$ cat src/assert_macros.svh
// Assertion macros used by the receiver core RTL.
`ifndef ASSERT_MACROS_SVH
`define ASSERT_MACROS_SVH

// Clocked property on clk, switched off while rst_n is low.
`define FCR_ASSERT(lbl, prop, msg) \
  lbl: assert property (@(posedge clk) disable iff (!rst_n) (prop)) else $error(msg);

// Same-cycle implication.
`define FCR_ASSERT_IMPLY(lbl, ante, cons, msg) \
  `FCR_ASSERT(lbl, (ante) |-> (cons), msg)

`endif

$ cat src/fcr_pkg.sv
// Types, codes and constants of the framed command receiver.
package fcr_pkg;

  localparam int MAX_LENGTH_DEF = 64;

  localparam logic [7:0] SYNC_RESET   = 8'hAA;
  localparam logic [7:0] STATUS_RESET = 8'h10;
  localparam logic [7:0] LAMP_RESET   = 8'h20;

  localparam logic [15:0] SHORT_LIMIT = 16'd4;
  localparam int          HEAD_DEPTH  = 5;

  // parser phases
  localparam logic [2:0] PH_SYNC   = 3'd0;
  localparam logic [2:0] PH_CMD    = 3'd1;
  localparam logic [2:0] PH_LEN_HI = 3'd2;
  localparam logic [2:0] PH_LEN_LO = 3'd3;
  localparam logic [2:0] PH_DATA   = 3'd4;
  localparam logic [2:0] PH_SUM    = 3'd5;

  // event codes
  localparam logic [2:0] EV_STATUS  = 3'd0;
  localparam logic [2:0] EV_LAMP    = 3'd1;
  localparam logic [2:0] EV_UNKNOWN = 3'd2;
  localparam logic [2:0] EV_BADSUM  = 3'd3;
  localparam logic [2:0] EV_SHORT   = 3'd4;
  localparam logic [2:0] EV_REPLAY  = 3'd5;

  // register indexes
  localparam logic [1:0] REG_SYNC   = 2'd0;
  localparam logic [1:0] REG_STATUS = 2'd1;
  localparam logic [1:0] REG_LAMP   = 2'd2;

  typedef struct packed {
    logic [7:0] sync_value;
    logic [7:0] status_command;
    logic [7:0] lamp_command;
  } cfg_t;

  typedef struct packed {
    logic [2:0]  event_code;
    logic [7:0]  command_code;
    logic        lamp_on;
    logic [31:0] packets_seen;
    logic [31:0] checksum_failures;
    logic [31:0] replays_rejected;
    logic [31:0] link_bytes_echo;
  } result_t;

endpackage

$ cat src/fcr_cfg_regs.sv
// APB configuration registers: sync value and the two command codes.
module fcr_cfg_regs (
  input  logic                clk,
  input  logic                rst_n,
  input  logic                psel,
  input  logic                penable,
  input  logic                pwrite,
  input  logic [3:0]          paddr,
  input  logic [31:0]         pwdata,
  output logic [31:0]         prdata,
  output logic                pready,
  output fcr_pkg::cfg_t       cfg
);

  fcr_pkg::cfg_t cfg_r;
  fcr_pkg::cfg_t cfg_nxt;
  logic          wr_en;

  assign pready = 1'b1;
  assign wr_en  = psel && penable && pwrite;
  assign cfg    = cfg_r;

  always_comb begin
    cfg_nxt = cfg_r;
    if (wr_en) begin
      case (paddr[3:2])
        fcr_pkg::REG_SYNC:   cfg_nxt.sync_value     = pwdata[7:0];
        fcr_pkg::REG_STATUS: cfg_nxt.status_command = pwdata[7:0];
        fcr_pkg::REG_LAMP:   cfg_nxt.lamp_command   = pwdata[7:0];
        default:             cfg_nxt = cfg_r;
      endcase
    end
  end

  always_comb begin
    case (paddr[3:2])
      fcr_pkg::REG_SYNC:   prdata = {24'd0, cfg_r.sync_value};
      fcr_pkg::REG_STATUS: prdata = {24'd0, cfg_r.status_command};
      fcr_pkg::REG_LAMP:   prdata = {24'd0, cfg_r.lamp_command};
      default:             prdata = 32'd0;
    endcase
  end

  always_ff @(posedge clk) begin
    if (!rst_n) begin
      cfg_r.sync_value     <= fcr_pkg::SYNC_RESET;
      cfg_r.status_command <= fcr_pkg::STATUS_RESET;
      cfg_r.lamp_command   <= fcr_pkg::LAMP_RESET;
    end else begin
      cfg_r <= cfg_nxt;
    end
  end

endmodule

$ cat src/fcr_parser.sv
// Packet framing state, checksum, replay check and command decode.
module fcr_parser #(
  parameter int MAX_LENGTH = fcr_pkg::MAX_LENGTH_DEF
) (
  input  logic              clk,
  input  logic              rst_n,
  input  logic              step,
  input  logic [7:0]        rx_byte,
  input  logic [31:0]       side_link_bytes,
  input  fcr_pkg::cfg_t     cfg,
  output logic              res_valid,
  output fcr_pkg::result_t  res
);

  localparam int PW = $clog2(MAX_LENGTH + 1);

  logic [2:0]    phase_r, phase_nxt;
  logic [7:0]    cmd_r, cmd_nxt;
  logic [15:0]   len_r, len_nxt;
  logic [PW-1:0] pos_r, pos_nxt;
  logic [7:0]    sum_r, sum_nxt;
  logic [7:0]    head_r   [fcr_pkg::HEAD_DEPTH];
  logic [7:0]    head_nxt [fcr_pkg::HEAD_DEPTH];
  logic [31:0]   last_seq_r, last_seq_nxt;
  logic [31:0]   pkt_cnt_r, pkt_cnt_nxt;
  logic [31:0]   fail_cnt_r, fail_cnt_nxt;
  logic [31:0]   replay_cnt_r, replay_cnt_nxt;
  logic          lamp_r, lamp_nxt;

  logic [15:0]   len_full;
  logic [PW-1:0] pos_inc;
  logic [31:0]   seq;
  logic [2:0]    ev;
  logic [31:0]   echo;

  assign len_full = {len_r[15:8], rx_byte};
  assign pos_inc  = pos_r + PW'(1);
  assign seq      = {head_r[0], head_r[1], head_r[2], head_r[3]};

  always_comb begin
    phase_nxt      = phase_r;
    cmd_nxt        = cmd_r;
    len_nxt        = len_r;
    pos_nxt        = pos_r;
    sum_nxt        = sum_r;
    head_nxt       = head_r;
    last_seq_nxt   = last_seq_r;
    pkt_cnt_nxt    = pkt_cnt_r;
    fail_cnt_nxt   = fail_cnt_r;
    replay_cnt_nxt = replay_cnt_r;
    lamp_nxt       = lamp_r;
    res_valid      = 1'b0;
    ev             = fcr_pkg::EV_UNKNOWN;
    echo           = 32'd0;
    if (step) begin
      case (phase_r)
        fcr_pkg::PH_SYNC: begin
          if (rx_byte == cfg.sync_value) phase_nxt = fcr_pkg::PH_CMD;
        end
        fcr_pkg::PH_CMD: begin
          cmd_nxt   = rx_byte;
          phase_nxt = fcr_pkg::PH_LEN_HI;
        end
        fcr_pkg::PH_LEN_HI: begin
          len_nxt   = {rx_byte, 8'd0};
          phase_nxt = fcr_pkg::PH_LEN_LO;
        end
        fcr_pkg::PH_LEN_LO: begin
          len_nxt = len_full;
          pos_nxt = '0;
          sum_nxt = 8'd0;
          // oversize length drops the packet without a trace
          if (len_full > 16'(MAX_LENGTH)) phase_nxt = fcr_pkg::PH_SYNC;
          else if (len_full == 16'd0)     phase_nxt = fcr_pkg::PH_SUM;
          else                            phase_nxt = fcr_pkg::PH_DATA;
        end
        fcr_pkg::PH_DATA: begin
          if (pos_r < PW'(fcr_pkg::HEAD_DEPTH)) head_nxt[pos_r[2:0]] = rx_byte;
          pos_nxt = pos_inc;
          sum_nxt = sum_r + rx_byte;
          if (16'(pos_inc) >= len_r) phase_nxt = fcr_pkg::PH_SUM;
        end
        fcr_pkg::PH_SUM: begin
          phase_nxt   = fcr_pkg::PH_SYNC;
          res_valid   = 1'b1;
          pkt_cnt_nxt = pkt_cnt_r + 32'd1;
          if (rx_byte != sum_r) begin
            fail_cnt_nxt = fail_cnt_r + 32'd1;
            ev           = fcr_pkg::EV_BADSUM;
          end else if (len_r < fcr_pkg::SHORT_LIMIT) begin
            ev = fcr_pkg::EV_SHORT;
          end else if (seq <= last_seq_r) begin
            replay_cnt_nxt = replay_cnt_r + 32'd1;
            ev             = fcr_pkg::EV_REPLAY;
          end else begin
            last_seq_nxt = seq;
            if (cmd_r == cfg.status_command) begin
              ev   = fcr_pkg::EV_STATUS;
              echo = side_link_bytes;
            end else if (cmd_r == cfg.lamp_command) begin
              // length four leaves head byte 4 from an earlier packet
              lamp_nxt = (head_r[4] != 8'd0);
              ev       = fcr_pkg::EV_LAMP;
            end else begin
              ev = fcr_pkg::EV_UNKNOWN;
            end
          end
        end
        default: phase_nxt = fcr_pkg::PH_SYNC;
      endcase
    end
  end

  always_comb begin
    res.event_code        = ev;
    res.command_code      = cmd_r;
    res.lamp_on           = lamp_nxt;
    res.packets_seen      = pkt_cnt_nxt;
    res.checksum_failures = fail_cnt_nxt;
    res.replays_rejected  = replay_cnt_nxt;
    res.link_bytes_echo   = echo;
  end

  always_ff @(posedge clk) begin
    if (!rst_n) begin
      phase_r      <= fcr_pkg::PH_SYNC;
      cmd_r        <= 8'd0;
      len_r        <= 16'd0;
      pos_r        <= '0;
      sum_r        <= 8'd0;
      for (int i = 0; i < fcr_pkg::HEAD_DEPTH; i++) head_r[i] <= 8'd0;
      last_seq_r   <= 32'd0;
      pkt_cnt_r    <= 32'd0;
      fail_cnt_r   <= 32'd0;
      replay_cnt_r <= 32'd0;
      lamp_r       <= 1'b0;
    end else begin
      phase_r      <= phase_nxt;
      cmd_r        <= cmd_nxt;
      len_r        <= len_nxt;
      pos_r        <= pos_nxt;
      sum_r        <= sum_nxt;
      head_r       <= head_nxt;
      last_seq_r   <= last_seq_nxt;
      pkt_cnt_r    <= pkt_cnt_nxt;
      fail_cnt_r   <= fail_cnt_nxt;
      replay_cnt_r <= replay_cnt_nxt;
      lamp_r       <= lamp_nxt;
    end
  end

endmodule

$ cat src/framed_command_receiver_core.sv
// Top level of the framed command receiver: input register, parser, result register.
// Takes one received byte per cycle while not stalled. A byte is held in the input
// register, then the parser updates its framing state; on the checksum byte the result
// is registered in the output register. The input keeps taking a byte every cycle as
// long as the result register is empty or being emptied; it stalls only while a result
// waits and out_ready is low. Bytes outside a packet, and packets with a length above
// MAX_LENGTH, give no result. Configuration registers (sync value at 0x0, status
// command at 0x4, lamp command at 0x8) are to be written over the APB port only while
// the block is idle; the block itself does not enforce this.
`include "assert_macros.svh"

module framed_command_receiver_core #(
  parameter int MAX_LENGTH = fcr_pkg::MAX_LENGTH_DEF
) (
  input  logic        clk,
  input  logic        rst_n,
  // input channel
  input  logic        in_valid,
  output logic        in_ready,
  input  logic [7:0]  in_rx_byte,
  input  logic [31:0] in_side_link_bytes,
  // result channel
  output logic        out_valid,
  input  logic        out_ready,
  output logic [2:0]  out_event_code,
  output logic [7:0]  out_command_code,
  output logic        out_lamp_on,
  output logic [31:0] out_packets_seen,
  output logic [31:0] out_checksum_failures,
  output logic [31:0] out_replays_rejected,
  output logic [31:0] out_link_bytes_echo,
  // configuration port
  input  logic        psel,
  input  logic        penable,
  input  logic        pwrite,
  input  logic [3:0]  paddr,
  input  logic [31:0] pwdata,
  output logic [31:0] prdata,
  output logic        pready
);

  fcr_pkg::cfg_t    cfg;
  fcr_pkg::result_t res;
  fcr_pkg::result_t res_r;
  logic             res_valid;

  logic        in_v_r, in_v_nxt;
  logic [7:0]  byte_r;
  logic [31:0] side_r;
  logic        out_v_r, out_v_nxt;
  logic        advance;
  logic        step;

  assign advance  = !out_v_r || out_ready;
  assign step     = in_v_r && advance;
  assign in_ready = !in_v_r || advance;

  always_comb begin
    in_v_nxt  = in_ready ? in_valid : in_v_r;
    out_v_nxt = advance ? res_valid : out_v_r;
  end

  fcr_cfg_regs u_cfg (
    .clk     (clk),
    .rst_n   (rst_n),
    .psel    (psel),
    .penable (penable),
    .pwrite  (pwrite),
    .paddr   (paddr),
    .pwdata  (pwdata),
    .prdata  (prdata),
    .pready  (pready),
    .cfg     (cfg)
  );

  fcr_parser #(
    .MAX_LENGTH (MAX_LENGTH)
  ) u_parser (
    .clk             (clk),
    .rst_n           (rst_n),
    .step            (step),
    .rx_byte         (byte_r),
    .side_link_bytes (side_r),
    .cfg             (cfg),
    .res_valid       (res_valid),
    .res             (res)
  );

  always_ff @(posedge clk) begin
    if (!rst_n) begin
      in_v_r  <= 1'b0;
      out_v_r <= 1'b0;
    end else begin
      in_v_r  <= in_v_nxt;
      out_v_r <= out_v_nxt;
    end
  end

  always_ff @(posedge clk) begin
    if (in_ready && in_valid) begin
      byte_r <= in_rx_byte;
      side_r <= in_side_link_bytes;
    end
    if (step && res_valid) begin
      res_r <= res;
    end
  end

  assign out_valid             = out_v_r;
  assign out_event_code        = res_r.event_code;
  assign out_command_code      = res_r.command_code;
  assign out_lamp_on           = res_r.lamp_on;
  assign out_packets_seen      = res_r.packets_seen;
  assign out_checksum_failures = res_r.checksum_failures;
  assign out_replays_rejected  = res_r.replays_rejected;
  assign out_link_bytes_echo   = res_r.link_bytes_echo;

  `FCR_ASSERT_IMPLY(a_stall_only_when_full, !in_ready, out_v_r && !out_ready, "input stalled without a waiting result")
  `FCR_ASSERT_IMPLY(a_event_in_range, out_v_r, out_event_code <= fcr_pkg::EV_REPLAY, "event code out of range")
  `FCR_ASSERT_IMPLY(a_echo_only_status, out_v_r && (out_event_code != fcr_pkg::EV_STATUS), out_link_bytes_echo == 32'd0, "link echo on a non-status event")
  `FCR_ASSERT_IMPLY(a_result_from_step, res_valid, step, "parser result without a byte step")

endmodule

$ cat config.mk
export PLATFORM = sky130hd
export DESIGN_NAME = framed_command_receiver_core
export DESIGN_NICKNAME = d
export VERILOG_FILES = /design/src/fcr_pkg.sv /design/src/fcr_cfg_regs.sv /design/src/fcr_parser.sv /design/src/framed_command_receiver_core.sv
export VERILOG_INCLUDE_DIRS = /design/src /design/src/src
export SDC_FILE = /design/constraint.sdc
export NUM_CORES = 1
export LEC_CHECK = 0
export BUFFER_PORTS_ARGS = -buffer_cell sky130_fd_sc_hd__buf_2
export CAP_MARGIN = 10
export CORE_MARGIN = 1.5
export CORE_UTILIZATION = 55
export CTS_BUF_LIST = sky130_fd_sc_hd__clkbuf_4
export CTS_CLUSTER_DIAMETER = 200
export DETAILED_ROUTE_END_ITERATION = 10
export GPL_TIMING_DRIVEN = 0
export PLACE_DENSITY = 0.86
export SLEW_MARGIN = 5
export SYNTH_ARGS = -nofsm -noshare
export SYNTH_HDL_FRONTEND = slang
export SYNTH_SLANG_ARGS = --single-unit
export TNS_END_PERCENT = 10
$ cat constraint.sdc
create_clock -name clk -period 4.9 [get_ports clk]
set_input_delay 0.245 -clock clk [delete_from_list [all_inputs] [get_ports clk]]
set_output_delay 0.245 -clock clk [all_outputs]
set_load 0.02 [all_outputs]
# After elaboration in Yosys (flattened, before gate mapping)
# Index checks and enable logic that the tools add are counted.
# W data, S select, Z words.
# word_totals
register_bits,417
in_bits,83
out_inout_bits,175
word_cells,129
# op_classes
addsub,5
order_cmp,7
n_eq_ne,13
muxes,36
bitwise_logic,8
reduce_logical,29
# ops
operator,n
$mux W32,10
$add A32 B1 Y32 const B,3
$bwmux W40,1
$le A32 B32 Y1,1
$pmux W16 S2,1
$demux W8 S3,1
$eq A8 B8 Y1,3
$pmux W8 S3,1
$mux W3,6
$ge A7 B16 Y1,1
$gt A16 B7 Y1 const B,1
$logic_not A16 Y1,1
$lt A16 B3 Y1 const B,1
$pmux W8 S2,1
$pmux W3 S5,1
$pmux W7 S2,1
$reduce_and A2 Y1,7
$mux W1,11
$reduce_and A3 Y1,3
$add A8 B8 Y8,1
$mux W8,1
$ne A8 B8 Y1,1
$reduce_bool A8 Y1,1
$add A7 B1 Y7 const B,1
21 further kinds,38

# Logic depth before layout (Yosys ltp)
# logic_depth
ltp_word,8
depth_mapped,11
ltp_nobuf,9

# Hierarchy
# A second synthesis with hierarchy kept.
# unflattened
hier_cells,1585
hier_area_um2,17908.4
# by_module_without_submodules
module,n_inst,cells_each,area_per_inst_um2,seq_area_each_um2
fcr_parser,1,1242,11076.9,4224.1
framed_command_receiver_core,1,191,5512.8,5445.2
fcr_cfg_regs,1,152,1318.8,480.5

# Worst setup path after synthesis
# Ideal clock, no wire load.
# synth_timing
path_kind,reg2reg
start,register out_v_r (netlist: out_valid)
end,"register res_r, in the netlist out_checksum_failures[25] (data pin)"
t_arrival_ns,3.035
required_time_ns,4.638
setup_slack_ns,1.603
path_stages_with_launch,9
path_buffers,1
synth_period_minus_slack_ns,3.297
cell_sequence,dfxtp_1 nor2b_1 or3_1 buf_2 inv_4 nand4_2 nor4_2 nand3_1 xnor2_1
# synth_rtl
element,line,rtl
start: declaration,framed_command_receiver_core.sv:50,"logic out_v_r, out_v_nxt;"
start signal: assignment,framed_command_receiver_core.sv:95,out_v_r <= out_v_nxt;
end signal: assignment,framed_command_receiver_core.sv:105,res_r <= res;
end: declaration,framed_command_receiver_core.sv:44,fcr_pkg::result_t res_r;

# Worst setup path after layout
# layout_timing
start,register u_parser.last_seq_r[30]
end,"register res_r, in the netlist out_link_bytes_echo[21] (data pin)"
# layout_between
elab_chain_cells,2
# layout_rtl
element,line,rtl
start: declaration,fcr_parser.sv:24,"logic [31:0] last_seq_r, last_seq_nxt;"
start signal: assignment,fcr_parser.sv:144,last_seq_r <= last_seq_nxt;
$le A32 B32 Y1,fcr_parser.sv:92,end else if (seq <= last_seq_r) begin
$reduce_or A6 Y1 (no source line),n/a,
# No other way between the ends.
# A chain may end at the register's enable or synchronous reset.

==> results.md <==
- The run finished with clean final reports.
- The clock period could shrink to between 3 and 4 ns.
- Clock-pin slew was measured on the worst setup and hold paths at 0.08 ns.
- The initial antenna violation count is 1.
- The maximum root-to-sink buffer count is 3.
- Setup repair after global routing left no endpoint under its margin.
- The per-cell routed wire length is 16.9 um.
- After detailed routing, the met2 layer carries 21500 um of wire.
- The routed layout has between 10000 and 15000 vias.
- The startpoint identified for the worst register-to-register timing path is u_parser.last_seq_r[30].
- Detailed routing placed a total of ~2700 um of wire on met3.
- The count of endpoints failing hold in the final timing report came to 0.
- The routability congestion estimate is approximately 0.9.
- In this run the tightest slew margin relative to its limit is about two fifths.
- Once the floorplan was initialized, standard cells occupied 56.1% of the core.
- The number of remaining DRC errors is 0.
- The H-tree depth is 3.
- In this run the critical register-to-register path is captured at out_link_bytes_echo[21].
- The total chip power is around 6800 uW.
- Using the TritonRoute via totals, the vias-per-cell ratio works out to 5.50.
- The data arrival time at the worst-slack endpoint is between 4 and 5 ns.
- In this run the register-to-register setup slack is between 1 and 1.5 ns.
- The pre-CTS setup slack is ~1.3 ns.
- The final layout contains 2144 nets.
- The highest layer used for signal routing is met4.
- Adding up every negative setup slack in the final design gives 0 ns.
- The path class of the tightest hold or removal check is input port to register.
- The signed area change from the synthesized netlist to the final layout is 20.0%.
- The number of synthesized flops with an enable pin is 180.
- The wire length of the first global-routing pass is between 60000 and 70000 um.
- The post-detailed-routing wire length is ~42000 um.
- The die boundary width is approximately 180 um.
- The pin count of the biggest net entering global routing is around 100.
- The first detailed-routing pass took 5 iterations.
- Setup violations remaining at the end of the flow were counted as 0.
- The worst register-to-register path has a depth of 11.
- The worst setup path is captured at a register.
- At the later pin of the worst-skew pair, clock insertion delay measures 0.77 ns.
- The total clock buffers created by CTS is ~100.
- The gate count after technology mapping is around 1600.
- Timing would allow up to 0.268 GHz.
- The port buffer count is 205.
- Across every metal layer, demand over resource in global routing totals 25.0%.
- The final standard cell area without fillers is 0.0213 mm^2.
- After the first detailed-routing iteration, the DRC count stood at about 1100.
- VDD sags by at most between 100 and 150 uV.
- The count of nets left with antenna violations once routing finished came out at 0.
- Of all nets on the critical path, the largest fanout is 10.
- In this run the static leakage power is around 0.0087 uW.
- The via count of the first global-routing pass is 13800.
- Of the available clock period, the critical path in the final layout requires between 70% and 80%.
- Power spread over the standard cell area amounts to 318 mW/mm^2.
- In this run the cell area of the synthesized design comes to 0.0178 mm^2.
- In the synthesized netlist the dominant register cell turns out to be sky130_fd_sc_hd__dfxtp_1.
- The fraction of synthesis flops using an asynchronous set or reset pin is 0%.
- The die covers about 0.033 mm^2.
- The commonest non-fill, non-tap cell in the layout is sky130_fd_sc_hd__dfxtp_1.
- The share of cells above drive strength 1 is a little over a fifth.
- The count of final max-slew check failures was 0.
- The sum of overflow across all layers after global routing is 0.
- The number of gates resized after cts is 0.
- The clock tree skew after final layout is 0.0585 ns.
- The tree built by TritonCTS fans out to ~420 sinks.
- Detailed placement ended at an HPWL of between 20000 and 30000 um.
- Synthesis inferred ~420 register bits.
- For this design the top-level I/O count stands at around 260.
- The hold path depth is 5.
- The data required time of the critical path is about 5.5 ns.
- The hold path startpoint is pwrite.
- The synthesized netlist contains 66 unique library cells.
- Cells fill between 60 and 70% of the core in the end.
- The root buffer cell chosen for the clock tree is sky130_fd_sc_hd__clkbuf_4.
- The floorplan has between 60 and 70 rows.
- STA classifies the critical path startpoint as a register.
- TritonCTS built the clock tree.
- The number of warnings reported in the yosys synthesis log is 0.
- Setup slack on the critical path of the routed design comes to between 1 and 1.5 ns.
- For this block, wires on met1 add up to between 15000 and 20000 um.
- The chip height is around 180 um.
- The setup path with the least slack is of type register to register.
- Summing the sequential cell areas from Yosys gives roughly 57% of the chip area.
- The cell area reported after detailed placement is approximately 0.02 mm^2.
- The region available for standard cell placement spans approximately 0.032 mm^2.
- The mean area per synthesized cell is about 11 um^2.
- The max-capacitance violation count is 0.
- The worst hold path terminates at u_cfg.cfg[21].
- In the layout the commonest cells are 237 x sky130_fd_sc_hd__dfxtp_1, 213 x sky130_fd_sc_hd__buf_2, 180 x sky130_fd_sc_hd__edfxtp_1.
- The transition at the pin with the smallest max-transition slack is 0.918 ns.
## sequential cells by signal (all words and copies together) (netlist names), 24 cells and up
signal and count:
u_parser.last_seq_r 32, u_cfg.cfg 24, out_checksum_failures 32, u_parser.pkt_cnt_r 32
out_packets_seen 32, out_replays_rejected 32, u_parser.fail_cnt_r 32, side_r 32
u_parser.replay_cnt_r 32, u_parser.head_r 40, out_link_bytes_echo 32
## Yosys cell counts, types with 3 or more instances
library cell               instances  area, um^2
sky130_fd_sc_hd__buf_1             8        30.0
sky130_fd_sc_hd__or3_1             9        56.3
sky130_fd_sc_hd__a21o_1            6        45.0
sky130_fd_sc_hd__a22oi_1          10        75.1
sky130_fd_sc_hd__xnor2_1          76         666
sky130_fd_sc_hd__nor2b_1           4        25.0
sky130_fd_sc_hd__edfxtp_1        180        5410
sky130_fd_sc_hd__nor3_2            3        30.0
sky130_fd_sc_hd__buf_4            29         218
sky130_fd_sc_hd__nand2_1         145         544
sky130_fd_sc_hd__dfxtp_1         237        4740
sky130_fd_sc_hd__nor4_1           18         113
sky130_fd_sc_hd__nand4_1          35         219
sky130_fd_sc_hd__mux2i_1         102        1020
sky130_fd_sc_hd__and2_1          115         719
sky130_fd_sc_hd__nor2_1          126         473
sky130_fd_sc_hd__inv_1            52         195
sky130_fd_sc_hd__clkbuf_1         55         206
sky130_fd_sc_hd__xor2_1           47         412
sky130_fd_sc_hd__a21oi_1          72         360
sky130_fd_sc_hd__or4_1             5        37.5
sky130_fd_sc_hd__nand3_1          96         480
sky130_fd_sc_hd__ha_1             50         626
sky130_fd_sc_hd__o21a_1            3        22.5
sky130_fd_sc_hd__nor4b_1           4        35.0
sky130_fd_sc_hd__buf_2             8        40.0
sky130_fd_sc_hd__o21ai_0          18        90.1
sky130_fd_sc_hd__nand2b_1         22         138
sky130_fd_sc_hd__and3_1           16         100
sky130_fd_sc_hd__nor3_1           19        95.1
sky130_fd_sc_hd__nor4_2            4        50.1
## critical path, cell delays in order, from the launching register on
cell,delay [ns]
sky130_fd_sc_hd__dfxtp_1,0.34
sky130_fd_sc_hd__inv_1,0.05
sky130_fd_sc_hd__ha_1,0.30
sky130_fd_sc_hd__nand4_1,0.19
sky130_fd_sc_hd__nor4_1,0.47
sky130_fd_sc_hd__nand2b_1,0.12
sky130_fd_sc_hd__a31oi_1,0.47
sky130_fd_sc_hd__buf_4,0.31
sky130_fd_sc_hd__o21ai_2,0.19
sky130_fd_sc_hd__nor2_1,0.56
sky130_fd_sc_hd__clkbuf_1,0.35
sky130_fd_sc_hd__and2_1,0.20
## metal layers
layer,vias up,track usage (%)
met5,-,0
met4,0,12.9
met3,145,4.79
met2,574,44.5
met1,6562,28.4
li1,6422,-
## power by group
group          internal (uW)  switching [uW]  leakage, uW  total (uW)
Clock                   1570            1340     0.000786        2910
Combinational           88.3             137      0.00420         225
Sequential              3620            12.1      0.00370        3630
Total                   5280            1490      0.00868        6770
## metrics by stage
step                hold slack, ns  std cells
global route                 0.158       2489
detailed placement           0.423       2256
CTS                         0.0824       2488
floorplan                    0.344       1647
global placement             0.422       2254
finish                       0.158       2490
## layout make-up
type / instances / area (um^2)
antenna: 2 / 5.00
clock buffer: 153 / 1150
inverter: 55 / 211
clock inverter: 23 / 173
sequential: 417 / 10100
tap: 402 / 503
buffer: 100 / 494
fill: 2136 / 10300
multi-input combinational: 1075 / 6990
timing repair buffer: 263 / 1630
## cell families (layout without fill, tap and decap cells)
logic type,after synthesis,in the layout,synth area share (%)
other,2,27,0.0423
AOI/OAI and AO/OA,130,130,4.40
adders and majority gates,51,51,3.64
xor gates and xnor gates,125,125,6.25
muxes,104,104,5.88
and+or+nand+nor,640,640,18.7
buffers and inverters,155,594,3.96
DFF,417,417,57.2
## how the worst max path moves through the flow
stage / start / depth (start not counted) / endpoint / slack, ns
2_1_floorplan: out_valid / 8 / out_checksum_failures[25] / 1.60
3_3_place_gp: out_valid / 9 / u_parser.fail_cnt_r[14] / 0.98
3_5_place_dp: u_parser.last_seq_r[30] / 11 / out_link_bytes_echo[10] / 1.33
4_1_cts: u_parser.last_seq_r[30] / 11 / out_link_bytes_echo[23] / 1.28
5_1_grt: u_parser.last_seq_r[30] / 11 / out_link_bytes_echo[5] / 0.90
6_report: u_parser.last_seq_r[30] / 11 / out_link_bytes_echo[21] / 1.17
## timing repair
item,CTS,global route
hold endpoints to repair,71,0
buffers inserted,0,0
hold buffers,56,0
Power figures use the tool's default switching activity.
